[src/rtl/core/assert_macros.svh]
// assertion helpers included by the top-level rtl file
`ifndef ASSERT_MACROS_SVH
`define ASSERT_MACROS_SVH

// property holds on every clock edge out of reset
`define ASSERT_ALWAYS(label, clk, rst_n, expr, msg) \
  label: assert property (@(posedge clk) disable iff (!rst_n) (expr)) else $error(msg);

// consequent holds in the same cycle as the antecedent
`define ASSERT_IMPLIES(label, clk, rst_n, ante, cons, msg) \
  label: assert property (@(posedge clk) disable iff (!rst_n) (ante) |-> (cons)) else $error(msg);

// consequent holds in the cycle after the antecedent
`define ASSERT_NEXT(label, clk, rst_n, ante, cons, msg) \
  label: assert property (@(posedge clk) disable iff (!rst_n) (ante) |=> (cons)) else $error(msg);

`endif

[src/rtl/core/zzcle_pkg.sv]
package zzcle_pkg;

  localparam int unsigned DEPTH_DEF = 32;
  localparam int unsigned COORD_W   = 32;
  localparam int unsigned POINT_W   = 2 * COORD_W;

  typedef logic [POINT_W-1:0] point_t;

  typedef enum logic [1:0] {
    MODE_VERTEX = 2'd0,
    MODE_CROSS  = 2'd1,
    MODE_CLOSE  = 2'd2
  } mode_e;

  typedef enum logic {
    ST_IDLE = 1'b0,
    ST_WALK = 1'b1
  } state_e;

  typedef enum logic {
    TAIL_POINT = 1'b0,
    TAIL_FIRST = 1'b1
  } tail_e;

  typedef enum logic [1:0] {
    SRC_CUR   = 2'd0,
    SRC_FIRST = 2'd1,
    SRC_POINT = 2'd2
  } src_e;

endpackage

[src/rtl/core/zzcle_pt_store.sv]
module zzcle_pt_store #(
  parameter int unsigned DEPTH = zzcle_pkg::DEPTH_DEF,
  localparam int unsigned IdxW = $clog2(DEPTH)
) (
  input  logic                clk_i,
  input  logic                wr_en_i,
  input  logic [IdxW-1:0]     wr_addr_i,
  input  zzcle_pkg::point_t   wr_data_i,
  input  logic                rd_en_i,
  input  logic [IdxW-1:0]     rd_addr_i,
  output zzcle_pkg::point_t   rd_data_o
);

  zzcle_pkg::point_t mem_q [DEPTH];
  zzcle_pkg::point_t rd_data_q;

  always_ff @(posedge clk_i) begin
    if (wr_en_i) begin
      mem_q[wr_addr_i] <= wr_data_i;
    end
  end

  // read data holds until the next read, the walk relies on that under stall
  always_ff @(posedge clk_i) begin
    if (rd_en_i) begin
      rd_data_q <= mem_q[rd_addr_i];
    end
  end

  assign rd_data_o = rd_data_q;

endmodule

[src/rtl/core/zigzag_connector_line_emitter_top.sv]
// channel | direction | beat fields                                   | handshake
// in      | input     | mode, point_x, point_y, even_scanline         | in_valid_i / in_stall_o
// out     | output    | start_x/y, end_x/y, last_segment, dropped_pts | out_valid_o / out_stall_i
// a vertex, or a crossing that closes nothing, is taken while idle and starts no walk
// a closing that yields segments starts a walk that takes its points one by one
// reset clears counts and flags only, the point stores keep no valid bits
// the input stalls while a walk runs; an output stall holds the walk in place
module zigzag_connector_line_emitter_top #(
  parameter int unsigned DEPTH = zzcle_pkg::DEPTH_DEF
) (
  input  logic        clk_i,
  input  logic        rst_ni,
  input  logic        in_valid_i,
  output logic        in_stall_o,
  input  logic [1:0]  mode_i,
  input  logic signed [31:0] point_x_i,
  input  logic signed [31:0] point_y_i,
  input  logic        even_scanline_i,
  output logic        out_valid_o,
  input  logic        out_stall_i,
  output logic signed [31:0] start_x_o,
  output logic signed [31:0] start_y_o,
  output logic signed [31:0] end_x_o,
  output logic signed [31:0] end_y_o,
  output logic        last_segment_o,
  output logic        dropped_points_o
);

  `include "assert_macros.svh"

  localparam int unsigned IdxW = $clog2(DEPTH);
  localparam int unsigned CntW = $clog2(DEPTH + 1);
  localparam int unsigned WkW  = $clog2(2 * DEPTH + 1);

  zzcle_pkg::state_e state_q, state_d;
  zzcle_pkg::tail_e  tail_q, tail_d;
  zzcle_pkg::src_e   dat_src_q, dat_src_d;

  logic [CntW-1:0] fc_q, fc_d, cc_q, cc_d;
  logic in_first_q, in_first_d;
  logic first_even_q, first_even_d;
  logic prev_even_q, prev_even_d;
  logic ovf_q, ovf_d;

  logic [WkW-1:0] walk_n_q, walk_n_d;
  logic [WkW-1:0] iss_k_q, iss_k_d;
  logic [WkW-1:0] dat_k_q, dat_k_d;
  logic           dat_valid_q, dat_valid_d;

  zzcle_pkg::point_t p_q, p_d, prev_pt_q, prev_pt_d;
  zzcle_pkg::point_t out_start_q, out_start_d, out_end_q, out_end_d;
  logic out_valid_q, out_valid_d, out_last_q, out_last_d, out_drop_q, out_drop_d;

  logic cur_we, cur_re, fst_we, fst_re;
  logic [IdxW-1:0] cur_waddr, cur_raddr, fst_waddr, fst_raddr;
  zzcle_pkg::point_t cur_wdata, fst_wdata, cur_rdata, fst_rdata;

  zzcle_pkg::point_t in_point, dat_pt;
  logic in_fire, out_free, consume, issue, walk_last, clear_st;
  logic cur_full, fst_full;
  logic [WkW-1:0] walk_sum, fst_k;

  assign in_point  = {point_x_i, point_y_i};
  assign in_fire   = in_valid_i && (state_q == zzcle_pkg::ST_IDLE);
  assign out_free  = !out_valid_q || !out_stall_i;
  assign cur_full  = (cc_q == CntW'(DEPTH));
  assign fst_full  = (fc_q == CntW'(DEPTH));
  assign walk_sum  = WkW'(cc_q) + WkW'(fc_q);
  assign walk_last = (dat_k_q == walk_n_q - WkW'(1));
  assign fst_k     = iss_k_q - WkW'(cc_q);

  // the first point of a walk only primes the previous-point register
  assign consume = (state_q == zzcle_pkg::ST_WALK) && dat_valid_q &&
                   ((dat_k_q == '0) || out_free);
  assign issue   = (state_q == zzcle_pkg::ST_WALK) && (iss_k_q != walk_n_q) &&
                   (!dat_valid_q || consume);

  always_comb begin
    case (dat_src_q)
      zzcle_pkg::SRC_CUR:   dat_pt = cur_rdata;
      zzcle_pkg::SRC_FIRST: dat_pt = fst_rdata;
      default:              dat_pt = p_q;
    endcase
  end

  always_ff @(posedge clk_i or negedge rst_ni) begin
    if (!rst_ni) begin
      state_q      <= zzcle_pkg::ST_IDLE;
      fc_q         <= '0;
      cc_q         <= '0;
      in_first_q   <= 1'b1;
      first_even_q <= 1'b1;
      prev_even_q  <= 1'b0;
      ovf_q        <= 1'b0;
      dat_valid_q  <= 1'b0;
      out_valid_q  <= 1'b0;
      iss_k_q      <= '0;
      walk_n_q     <= '0;
      dat_k_q      <= '0;
      tail_q       <= zzcle_pkg::TAIL_POINT;
      dat_src_q    <= zzcle_pkg::SRC_CUR;
    end else begin
      state_q      <= state_d;
      fc_q         <= fc_d;
      cc_q         <= cc_d;
      in_first_q   <= in_first_d;
      first_even_q <= first_even_d;
      prev_even_q  <= prev_even_d;
      ovf_q        <= ovf_d;
      dat_valid_q  <= dat_valid_d;
      out_valid_q  <= out_valid_d;
      iss_k_q      <= iss_k_d;
      walk_n_q     <= walk_n_d;
      dat_k_q      <= dat_k_d;
      tail_q       <= tail_d;
      dat_src_q    <= dat_src_d;
    end
  end

  always_ff @(posedge clk_i) begin
    p_q         <= p_d;
    prev_pt_q   <= prev_pt_d;
    out_start_q <= out_start_d;
    out_end_q   <= out_end_d;
    out_last_q  <= out_last_d;
    out_drop_q  <= out_drop_d;
  end

  always_comb begin
    state_d      = state_q;
    fc_d         = fc_q;
    cc_d         = cc_q;
    in_first_d   = in_first_q;
    first_even_d = first_even_q;
    prev_even_d  = prev_even_q;
    ovf_d        = ovf_q;
    tail_d       = tail_q;
    walk_n_d     = walk_n_q;
    iss_k_d      = iss_k_q;
    dat_k_d      = dat_k_q;
    dat_valid_d  = dat_valid_q;
    dat_src_d    = dat_src_q;
    p_d          = p_q;
    prev_pt_d    = prev_pt_q;
    out_valid_d  = out_valid_q;
    out_start_d  = out_start_q;
    out_end_d    = out_end_q;
    out_last_d   = out_last_q;
    out_drop_d   = out_drop_q;
    clear_st     = 1'b0;

    cur_we    = 1'b0;
    cur_waddr = cc_q[IdxW-1:0];
    cur_wdata = in_point;
    fst_we    = 1'b0;
    fst_waddr = fc_q[IdxW-1:0];
    fst_wdata = in_point;
    cur_re    = 1'b0;
    cur_raddr = iss_k_q[IdxW-1:0];
    fst_re    = 1'b0;
    fst_raddr = fst_k[IdxW-1:0];

    if (out_valid_q && !out_stall_i) begin
      out_valid_d = 1'b0;
    end

    case (state_q)
      zzcle_pkg::ST_IDLE: begin
        if (in_fire) begin
          case (zzcle_pkg::mode_e'(mode_i))
            zzcle_pkg::MODE_VERTEX: begin
              if (in_first_q) begin
                if (fst_full) begin
                  ovf_d = 1'b1;
                end else begin
                  fst_we = 1'b1;
                  fc_d   = fc_q + CntW'(1);
                end
              end else if (prev_even_q) begin
                if (cur_full) begin
                  ovf_d = 1'b1;
                end else begin
                  cur_we = 1'b1;
                  cc_d   = cc_q + CntW'(1);
                end
              end
            end
            zzcle_pkg::MODE_CROSS: begin
              prev_even_d = even_scanline_i;
              p_d         = in_point;
              if (in_first_q) begin
                if (fst_full) begin
                  ovf_d = 1'b1;
                end else begin
                  fst_we = 1'b1;
                  fc_d   = fc_q + CntW'(1);
                end
                first_even_d = even_scanline_i;
                in_first_d   = 1'b0;
                cur_we       = even_scanline_i;
                cur_waddr    = '0;
                cc_d         = even_scanline_i ? CntW'(1) : '0;
              end else if (prev_even_q && !even_scanline_i && (cc_q != '0)) begin
                // current connector plus this crossing, count cleared at the end
                tail_d   = zzcle_pkg::TAIL_POINT;
                walk_n_d = WkW'(cc_q) + WkW'(1);
                iss_k_d  = '0;
                state_d  = zzcle_pkg::ST_WALK;
              end else begin
                cur_we    = even_scanline_i;
                cur_waddr = '0;
                cc_d      = even_scanline_i ? CntW'(1) : '0;
              end
            end
            zzcle_pkg::MODE_CLOSE: begin
              if (prev_even_q && !first_even_q && (walk_sum > WkW'(1))) begin
                // wrapping piece runs on into the first connector
                tail_d   = zzcle_pkg::TAIL_FIRST;
                walk_n_d = walk_sum;
                iss_k_d  = '0;
                state_d  = zzcle_pkg::ST_WALK;
              end else begin
                clear_st = 1'b1;
              end
            end
            default: ;
          endcase
        end
      end
      zzcle_pkg::ST_WALK: begin
        if (consume) begin
          prev_pt_d   = dat_pt;
          dat_valid_d = 1'b0;
          if (dat_k_q != '0) begin
            out_valid_d = 1'b1;
            out_start_d = prev_pt_q;
            out_end_d   = dat_pt;
            out_last_d  = walk_last;
            out_drop_d  = ovf_q;
          end
          if (walk_last) begin
            state_d = zzcle_pkg::ST_IDLE;
            if (tail_q == zzcle_pkg::TAIL_FIRST) begin
              clear_st = 1'b1;
            end else begin
              cc_d = '0;
            end
          end
        end
        if (issue) begin
          dat_valid_d = 1'b1;
          dat_k_d     = iss_k_q;
          iss_k_d     = iss_k_q + WkW'(1);
          if (iss_k_q < WkW'(cc_q)) begin
            cur_re    = 1'b1;
            dat_src_d = zzcle_pkg::SRC_CUR;
          end else if (tail_q == zzcle_pkg::TAIL_FIRST) begin
            fst_re    = 1'b1;
            dat_src_d = zzcle_pkg::SRC_FIRST;
          end else begin
            dat_src_d = zzcle_pkg::SRC_POINT;
          end
        end
      end
      default: begin
        state_d = zzcle_pkg::ST_IDLE;
      end
    endcase

    if (clear_st) begin
      in_first_d   = 1'b1;
      first_even_d = 1'b1;
      prev_even_d  = 1'b0;
      fc_d         = '0;
      cc_d         = '0;
      ovf_d        = 1'b0;
    end
  end

  // writes happen only when idle and reads only during a walk, so no entry overlaps
  zzcle_pt_store #(.DEPTH(DEPTH)) u_cur_store (
    .clk_i     (clk_i),
    .wr_en_i   (cur_we),
    .wr_addr_i (cur_waddr),
    .wr_data_i (cur_wdata),
    .rd_en_i   (cur_re),
    .rd_addr_i (cur_raddr),
    .rd_data_o (cur_rdata)
  );

  zzcle_pt_store #(.DEPTH(DEPTH)) u_first_store (
    .clk_i     (clk_i),
    .wr_en_i   (fst_we),
    .wr_addr_i (fst_waddr),
    .wr_data_i (fst_wdata),
    .rd_en_i   (fst_re),
    .rd_addr_i (fst_raddr),
    .rd_data_o (fst_rdata)
  );

  assign in_stall_o       = (state_q != zzcle_pkg::ST_IDLE);
  assign out_valid_o      = out_valid_q;
  assign start_x_o        = out_start_q[zzcle_pkg::POINT_W-1:zzcle_pkg::COORD_W];
  assign start_y_o        = out_start_q[zzcle_pkg::COORD_W-1:0];
  assign end_x_o          = out_end_q[zzcle_pkg::POINT_W-1:zzcle_pkg::COORD_W];
  assign end_y_o          = out_end_q[zzcle_pkg::COORD_W-1:0];
  assign last_segment_o   = out_last_q;
  assign dropped_points_o = out_drop_q;

  `ASSERT_ALWAYS(a_counts_in_range, clk_i, rst_ni, (fc_q <= CntW'(DEPTH)) && (cc_q <= CntW'(DEPTH)), "point count beyond depth")
  `ASSERT_IMPLIES(a_issue_bound, clk_i, rst_ni, state_q == zzcle_pkg::ST_WALK, iss_k_q <= walk_n_q, "walk read beyond its length")
  `ASSERT_IMPLIES(a_idle_no_data, clk_i, rst_ni, state_q == zzcle_pkg::ST_IDLE, !dat_valid_q, "read data left over after walk")
  `ASSERT_ALWAYS(a_no_rw_overlap, clk_i, rst_ni, !(cur_we && cur_re) && !(fst_we && fst_re), "store read and written together")
  `ASSERT_NEXT(a_last_ends_walk, clk_i, rst_ni, consume && walk_last, (state_q == zzcle_pkg::ST_IDLE) && out_valid_q && out_last_q, "walk did not end on its last segment")

endmodule

[config.mk]
export PLATFORM = sky130hd
export DESIGN_NAME = zigzag_connector_line_emitter_top
export DESIGN_NICKNAME = d
export VERILOG_FILES = /design/src/rtl/core/zzcle_pkg.sv /design/src/rtl/core/zzcle_pt_store.sv /design/src/rtl/core/zigzag_connector_line_emitter_top.sv
export VERILOG_INCLUDE_DIRS = /design/src /design/src/rtl/core
export SDC_FILE = /design/constraint.sdc
export NUM_CORES = 2
export LEC_CHECK = 0
export ABC_AREA = 1
export BUFFER_PORTS_ARGS = -buffer_cell sky130_fd_sc_hd__buf_2
export CAP_MARGIN = 20
export CORE_MARGIN = 3
export CORE_UTILIZATION = 40
export DETAILED_ROUTE_END_ITERATION = 8
export GPL_ROUTABILITY_DRIVEN = 0
export SETUP_SLACK_MARGIN = 0.2
export SYNTH_ARGS = -nofsm -noshare
export SYNTH_HDL_FRONTEND = slang
export SYNTH_SLANG_ARGS = --single-unit
[constraint.sdc]
create_clock -name clk_i -period 23.5 [get_ports clk_i]
set_input_delay 1.175 -clock clk_i [delete_from_list [all_inputs] [get_ports clk_i]]
set_output_delay 1.175 -clock clk_i [all_outputs]
set_load 0.02 [all_outputs]
# Word-level counts from Yosys, hierarchy flattened

Memory sizes are Yosys's and may differ from the RTL's. A register that Yosys moved wholly into a read port is not among the register bits.
Cells that the tools add are included.

Add/sub/neg operators: 7
Multipliers: 0
Div/mod/pow operators: 0
Magnitude comparators: 2
Equality and inequality tests: 30
Shift-type cells: 0
Muxes and demuxes: 108
Bitwise logic cells: 1
Reductions and logical operators: 43

Operator list:

| kind                | number |
|---|---|
| $pmux 64 s2         | 1 |
| $mux 6              | 16 |
| $mux 1              | 65 |
| $mux 7              | 8 |
| $pmux 7 s2          | 3 |
| $mux 5              | 5 |
| $pmux 6 s2          | 2 |
| $ne 4x4->1 const B  | 5 |
| $reduce_and 6->1    | 3 |
| $ne 3x3->1 const B  | 5 |
| $add 6x1->6 const B | 2 |
| $eq 6x6->1 const B  | 2 |
| $pmux 1 s2          | 6 |
| $reduce_bool 2->1   | 6 |
| $logic_and 1x1->1   | 10 |
| $ne 2x2->1 const B  | 5 |
| $ne 3x1->1 const B  | 3 |
| $reduce_and 3->1    | 3 |
| $reduce_and 9->1    | 1 |
| $add 6x1->7 const B | 1 |
| $add 6x6->7         | 1 |
| $add 7x1->7 const B | 1 |
| $eq 7x7->1          | 1 |
| $gt 7x1->1 const B  | 1 |
| other kinds (23)    | 35 |

Bits in registers: 301
Bits in latches: 0
Memory bits (writable): 4,096
ROM bits: 0
Bits of input ports: 71
Memories kept: 2

Memories:

| memory              | depth | width | rd ports | clocked after memory_dff | wr ports | line                 | source |
|---|---|---|---|---|---|---|---|
| u_cur_store.mem_q   | 32    | 64    | 1        | 1                        | 1        | zzcle_pt_store.sv:14 | `zzcle_pkg::point_t mem_q [DEPTH];` |
| u_first_store.mem_q | 32    | 64    | 1        | 1                        | 1        | zzcle_pt_store.sv:14 |  |

# Depth between registers and ports, before layout

Word-level depth: 10
Mapped depth: 19
Gate-level depth less buffers: 15

# Hierarchy

Synthesis repeated with hierarchy kept, for this count alone.

Cell total of the unflattened synthesis: 14,521
Area total of the unflattened synthesis: 179,684.8 um^2

By module, submodules not included:

| module                            | times used | cells an instance | area an instance (um^2) |
|---|---|---|---|
| zzcle_pt_store at u_cur_store     | 1          | 6,762             | 83,706.5 |
| zzcle_pt_store at u_first_store   | 1          | 6,768             | 83,662.7 |
| zigzag_connector_line_emitter_top | 1          | 991               | 12,315.6 |

# Least setup slack after synthesis

Ideal clock, no wire load.

Kind: input -> register
From: in mode_i[1]
To: mem u_cur_store.mem_q[12][0] (netlist bit), enable pin
Arrival time: 7.887 ns
Required time: 23.014 ns
Slack: 15.126 ns
Stages: 10
Path buffers: 0
Cells stage by stage: inv_1 > ha_1 > inv_1 > nor2_1 > inv_1 > nor2_2 > nor2_1 > nor2_1 > nand2_1 > nor2_1

Cells in the longest elaborated chain, start to end: 6
Elaborated cells between the ends (all ways): 10

Ends and longest elaborated chain:

| what                                          | line                                     | source |
|---|---|---|
| start: declaration                            | zigzag_connector_line_emitter_top.sv:15  | `input logic [1:0] mode_i,` |
| $eq 2x1->1 or $logic_not 2->1 (tied branches) | zigzag_connector_line_emitter_top.sv:170 | `case (zzcle_pkg::mode_e'(mode_i))` |
| $pmux 1 s2                                    | zigzag_connector_line_emitter_top.sv:170 |  |
| $mux 1                                        | zigzag_connector_line_emitter_top.sv:169 | `if (in_fire) begin` |
| $mux 1                                        | zigzag_connector_line_emitter_top.sv:167 | `case (state_q)` |
| $mux 1                                        | zzcle_pt_store.sv:18                     | `if (wr_en_i) begin` |
| $mux 1 (not written as such)                  | zzcle_pt_store.sv:19                     | `mem_q[wr_addr_i] <= wr_data_i;` |
| end: declaration                              | zzcle_pt_store.sv:14                     |  |

Several ways; a longest one is shown, not always the timed one.

# Worst setup path after layout

From: reg iss_k_q[0]
To: reg u_first_store.rd_data_q[43] (netlist: u_first_store.rd_data_o[43]), read port of u_first_store.mem_q (data pin)

Cells in the longest elaborated chain, start to end: 5
Elaborated cells between the ends (all ways): 8

Ends and longest elaborated chain:

| what                                                               | line                                     | source |
|---|---|---|
| start: declaration                                                 | zigzag_connector_line_emitter_top.sv:46  | `logic [WkW-1:0] iss_k_q, iss_k_d;` |
| start signal: assignment                                           | zigzag_connector_line_emitter_top.sv:112 | `iss_k_q <= iss_k_d;` |
| parallel branches: the longest is 5 deep, another holds $lt 7x6->1 | -                                        |  |
| end: declaration                                                   | zzcle_pt_store.sv:15                     | `zzcle_pkg::point_t rd_data_q;` |

Several ways; the timed one is not identified.
A chain may end at the register's enable or synchronous reset.

==> flow_metrics.tcl <==
set metrics [dict create \
    status "complete, no violations" \
    place_worst_setup_slack_ns 16.87 \
    die_h_um 668 \
    cts_tree "yes" \
    synth_cells 11800 \
    die_w_um 668 \
    multiInputGateArea_mm2 0.0358 \
    ys_top_cells_by_area "edfxtp_1 77%, o21ai_0 4.5%, nor2_1 3.7%" \
    start_util 0.402 \
    core_area_mm2 0.435 \
    cts.repair.resized 0 \
    vdd_ir_drop_max_mv 0.202 \
    maxCapViolations 0 \
    drt_first_iter_violations 14000 \
    ios 203 \
    worst_hold_slack_ns 0.0631 \
    yosysWarnings 0 \
    synth_top_area_cell "edfxtp_1" \
    powerDensity_mw_per_mm2 123 \
    async_reset_ff_frac 0.00950 \
    fin_tns_setup_ns 0 \
    syn-num-nets 11900 \
    vias_per_cell 5.95 \
    path_max_fanout 153 \
    drive_above_1_share 0.0985 \
    hpwlAfterDp_um 274000 \
    ctsLongestPathBuffers 4 \
    antenna_found_initial 57 \
    vias 107000 \
    p_leak_nw 63.5 \
    synth.top_cell.area_share 0.769 \
    fp.dieArea_mm2 0.446 \
    post-route-period-util 0.288 \
    reg2reg_slack_ns 16.74 \
    slew-limit-headroom 0.115 \
    synthesis.area_mm2 0.175 \
    period_needed_ns 6.76 \
    holdCritPathClass "input port to async pin" \
    yosysMostFrequentCell "edfxtp_1" \
    cts_made_buffers 437 \
    io_buffers 202 \
    routedWlPerCell_um 29.2 \
    nets 12000 \
    hold_viol 0 \
    wl_um 527000 \
    ys.flop_type "edfxtp_1" \
    rsz0062_at_grt "no" \
    fmax_mhz 148 \
    grt-ovfl-total 0 \
    seq_area_frac_synth 0.775 \
    cts.sinks 4525 \
    drt-met1-wl_um 213000 \
    cts_root_buffer "clkbuf_16" \
    path_class "flip-flop to flip-flop" \
    critPathLaunchType "flip-flop" \
    clk-insertion-delay-late_ns 1.00 \
    rows 242 \
    drv_slew 0 \
    ant_nets 0 \
    synth_seq_cells 4525 \
    fin_util 0.453 \
    worst_setup_path_end_kind "flip-flop" \
    finClkSkew_ns 0.0735 \
    critPathRequiredTime_ns 24.35 \
    grt_pass1_vias 99600 \
    highest_layer "met5" \
    regArea_mm2 0.136 \
    synth-edff-count 4482 \
    worstPathArrival_ns 7.61 \
    crit_path_cell_trace "inv_16 > ha_4 > inv_1 > fa_4 > buf_4 > buf_4 > buf_4 > buf_4 > o21ai_0 > o221ai_1 > nand3_1 > nand3_1 > and2_1" \
    syn-mean-instance-area_um2 14.8 \
    wl_met3_um 48600 \
    grt_usage 0.229 \
    grt_max_degree 212 \
    clkTransAtPathRegs_ns 0.06 \
    postCtsSetupBuffers 0 \
    critPathSlowestCell "fa_4" \
    setup_viol 0 \
    fillers 37600 \
    htreeDepth 5 \
    synthTopCellsByCount "4482 x edfxtp_1, 1732 x nor2_1, 1583 x o21ai_0, 661 x o221ai_1, 614 x nand3_1" \
    critPathMaxStageDelay_ns 1.30 \
    layout_setup_ws_ns 16.74 \
    worstMarginPinSlew_ns 1.33 \
    crit_top_cell "buf_4" \
    drt-pass1-iter-count 6 \
    yosysUniqueCellTypes 40 \
    route.detailed.drc 0 \
    syn2layout_area_growth_pct 12.6 \
    cts_hold_buf 0 \
    wl_met2_um 248000 \
    grt_pass1_wl_um 742000 \
]
[cell families after synthesis]
| logic type | Yosys count | share of synthesized area |
|---|---|---|
| DFF | 4525 | 0.775 |
| muxes | 513 | 0.0293 |
| xor gates and xnor gates | 27 | 0.00135 |
| AOI/OAI and AO/OA | 2805 | 0.0986 |
| adders and majority gates | 25 | 0.00187 |
| and+or+nand+nor | 2971 | 0.0701 |
| buffers and inverters | 942 | 0.0238 |
[registers in the layout (all words and copies together) (netlist names), 64 cells and up]
register and flops:
out_end_q 64, out_start_q 64, p_q 64, prev_pt_q 64
u_cur_store.mem_q 2048, u_cur_store.rd_data_o 64, u_first_store.mem_q 2048, u_first_store.rd_data_o 64
[metrics by stage]
stage / area [µm²] / power (mW) / std cells
final: 197000 / 24.2 / 18000
after CTS: 196000 / 24.2 / 18000
after floorplan: 175000 / 15.0 / 11800
after detailed placement: 182000 / 17.4 / 17200
after global placement: 182000 / 17.3 / 17200
after global routing: 197000 / 25.3 / 18000
[area by class of cell]
| class | count | share of cell area |
|---|---|---|
| Clock buffer | 537 | 0.0576 |
| Timing Repair Buffer | 502 | 0.0198 |
| Inverter | 93 | 0.00218 |
| Clock inverter | 273 | 0.0133 |
| Antenna cell | 42 | 0.000533 |
| Tap cell | 5734 | 0.0364 |
| Multi-Input combinational cell | 6341 | 0.182 |
| Sequential cell | 4525 | 0.688 |
[worst max-delay path, delay by kind of cell (launching register included)]
kind	cells	cell delay (ns)
buffers and inverters	6	3.30
and+or+nand+nor	3	0.36
DFF	1	0.64
AOI/OAI and AO/OA	2	0.42
adders and majority gates	2	1.51
[layer usage]
layer | vias to the layer above | GRT usage
met3 | 893 | 0.0358
met5 | - | 0
met1 | 55200 | 0.320
met4 | 6 | 0.0733
met2 | 5605 | 0.367
li1 | 45800 | -
[layout by cell type (no fill, tap or decap), types with 20 or more instances in the layout]
cell type  count
nand2_1      465
nand4_1       41
nand3_1      614
clkbuf_1      96
buf_2        202
mux2i_1      513
edfxtp_1    4482
nor3_1        35
o22ai_1      329
diode_2       42
a31oi_1       49
o21ai_1       25
a22oi_1       20
nor2_4        70
buf_12        42
inv_1         77
dfrtp_1       35
o211ai_1      57
and2_1        64
bufinv_16     38
nor2_1      1662
ha_1          22
a21oi_1       58
clkinv_1     111
buf_4        252
clkbuf_16    438
o221ai_1     661
clkinv_2      86
o21ai_0     1583
[final timing paths]
kind                       cells after the start    startpoint                     endpoint
max reg2reg                                   13    iss_k_q[0]  u_first_store.rd_data_o[43]
min in group clk_i                             0  prev_pt_q[8]               out_start_q[8]
min                                            1        rst_ni                  prev_even_q
max in group asynchronous                      2        rst_ni                   in_first_q
min reg2reg                                    0  prev_pt_q[8]               out_start_q[8]
max                                           13    iss_k_q[0]  u_first_store.rd_data_o[43]
[where the power goes]
part / internal [mW] / leakage, nW / total [mW] / switching, mW
Sequential: 9.16 / 40.9 / 9.25 / 0.0892
Combinational: 2.45 / 15.9 / 8.09 / 5.64
Clock: 3.86 / 6.81 / 6.90 / 3.04
Total: 15.5 / 63.5 / 24.2 / 8.77
Power figures use the tool's default switching activity.
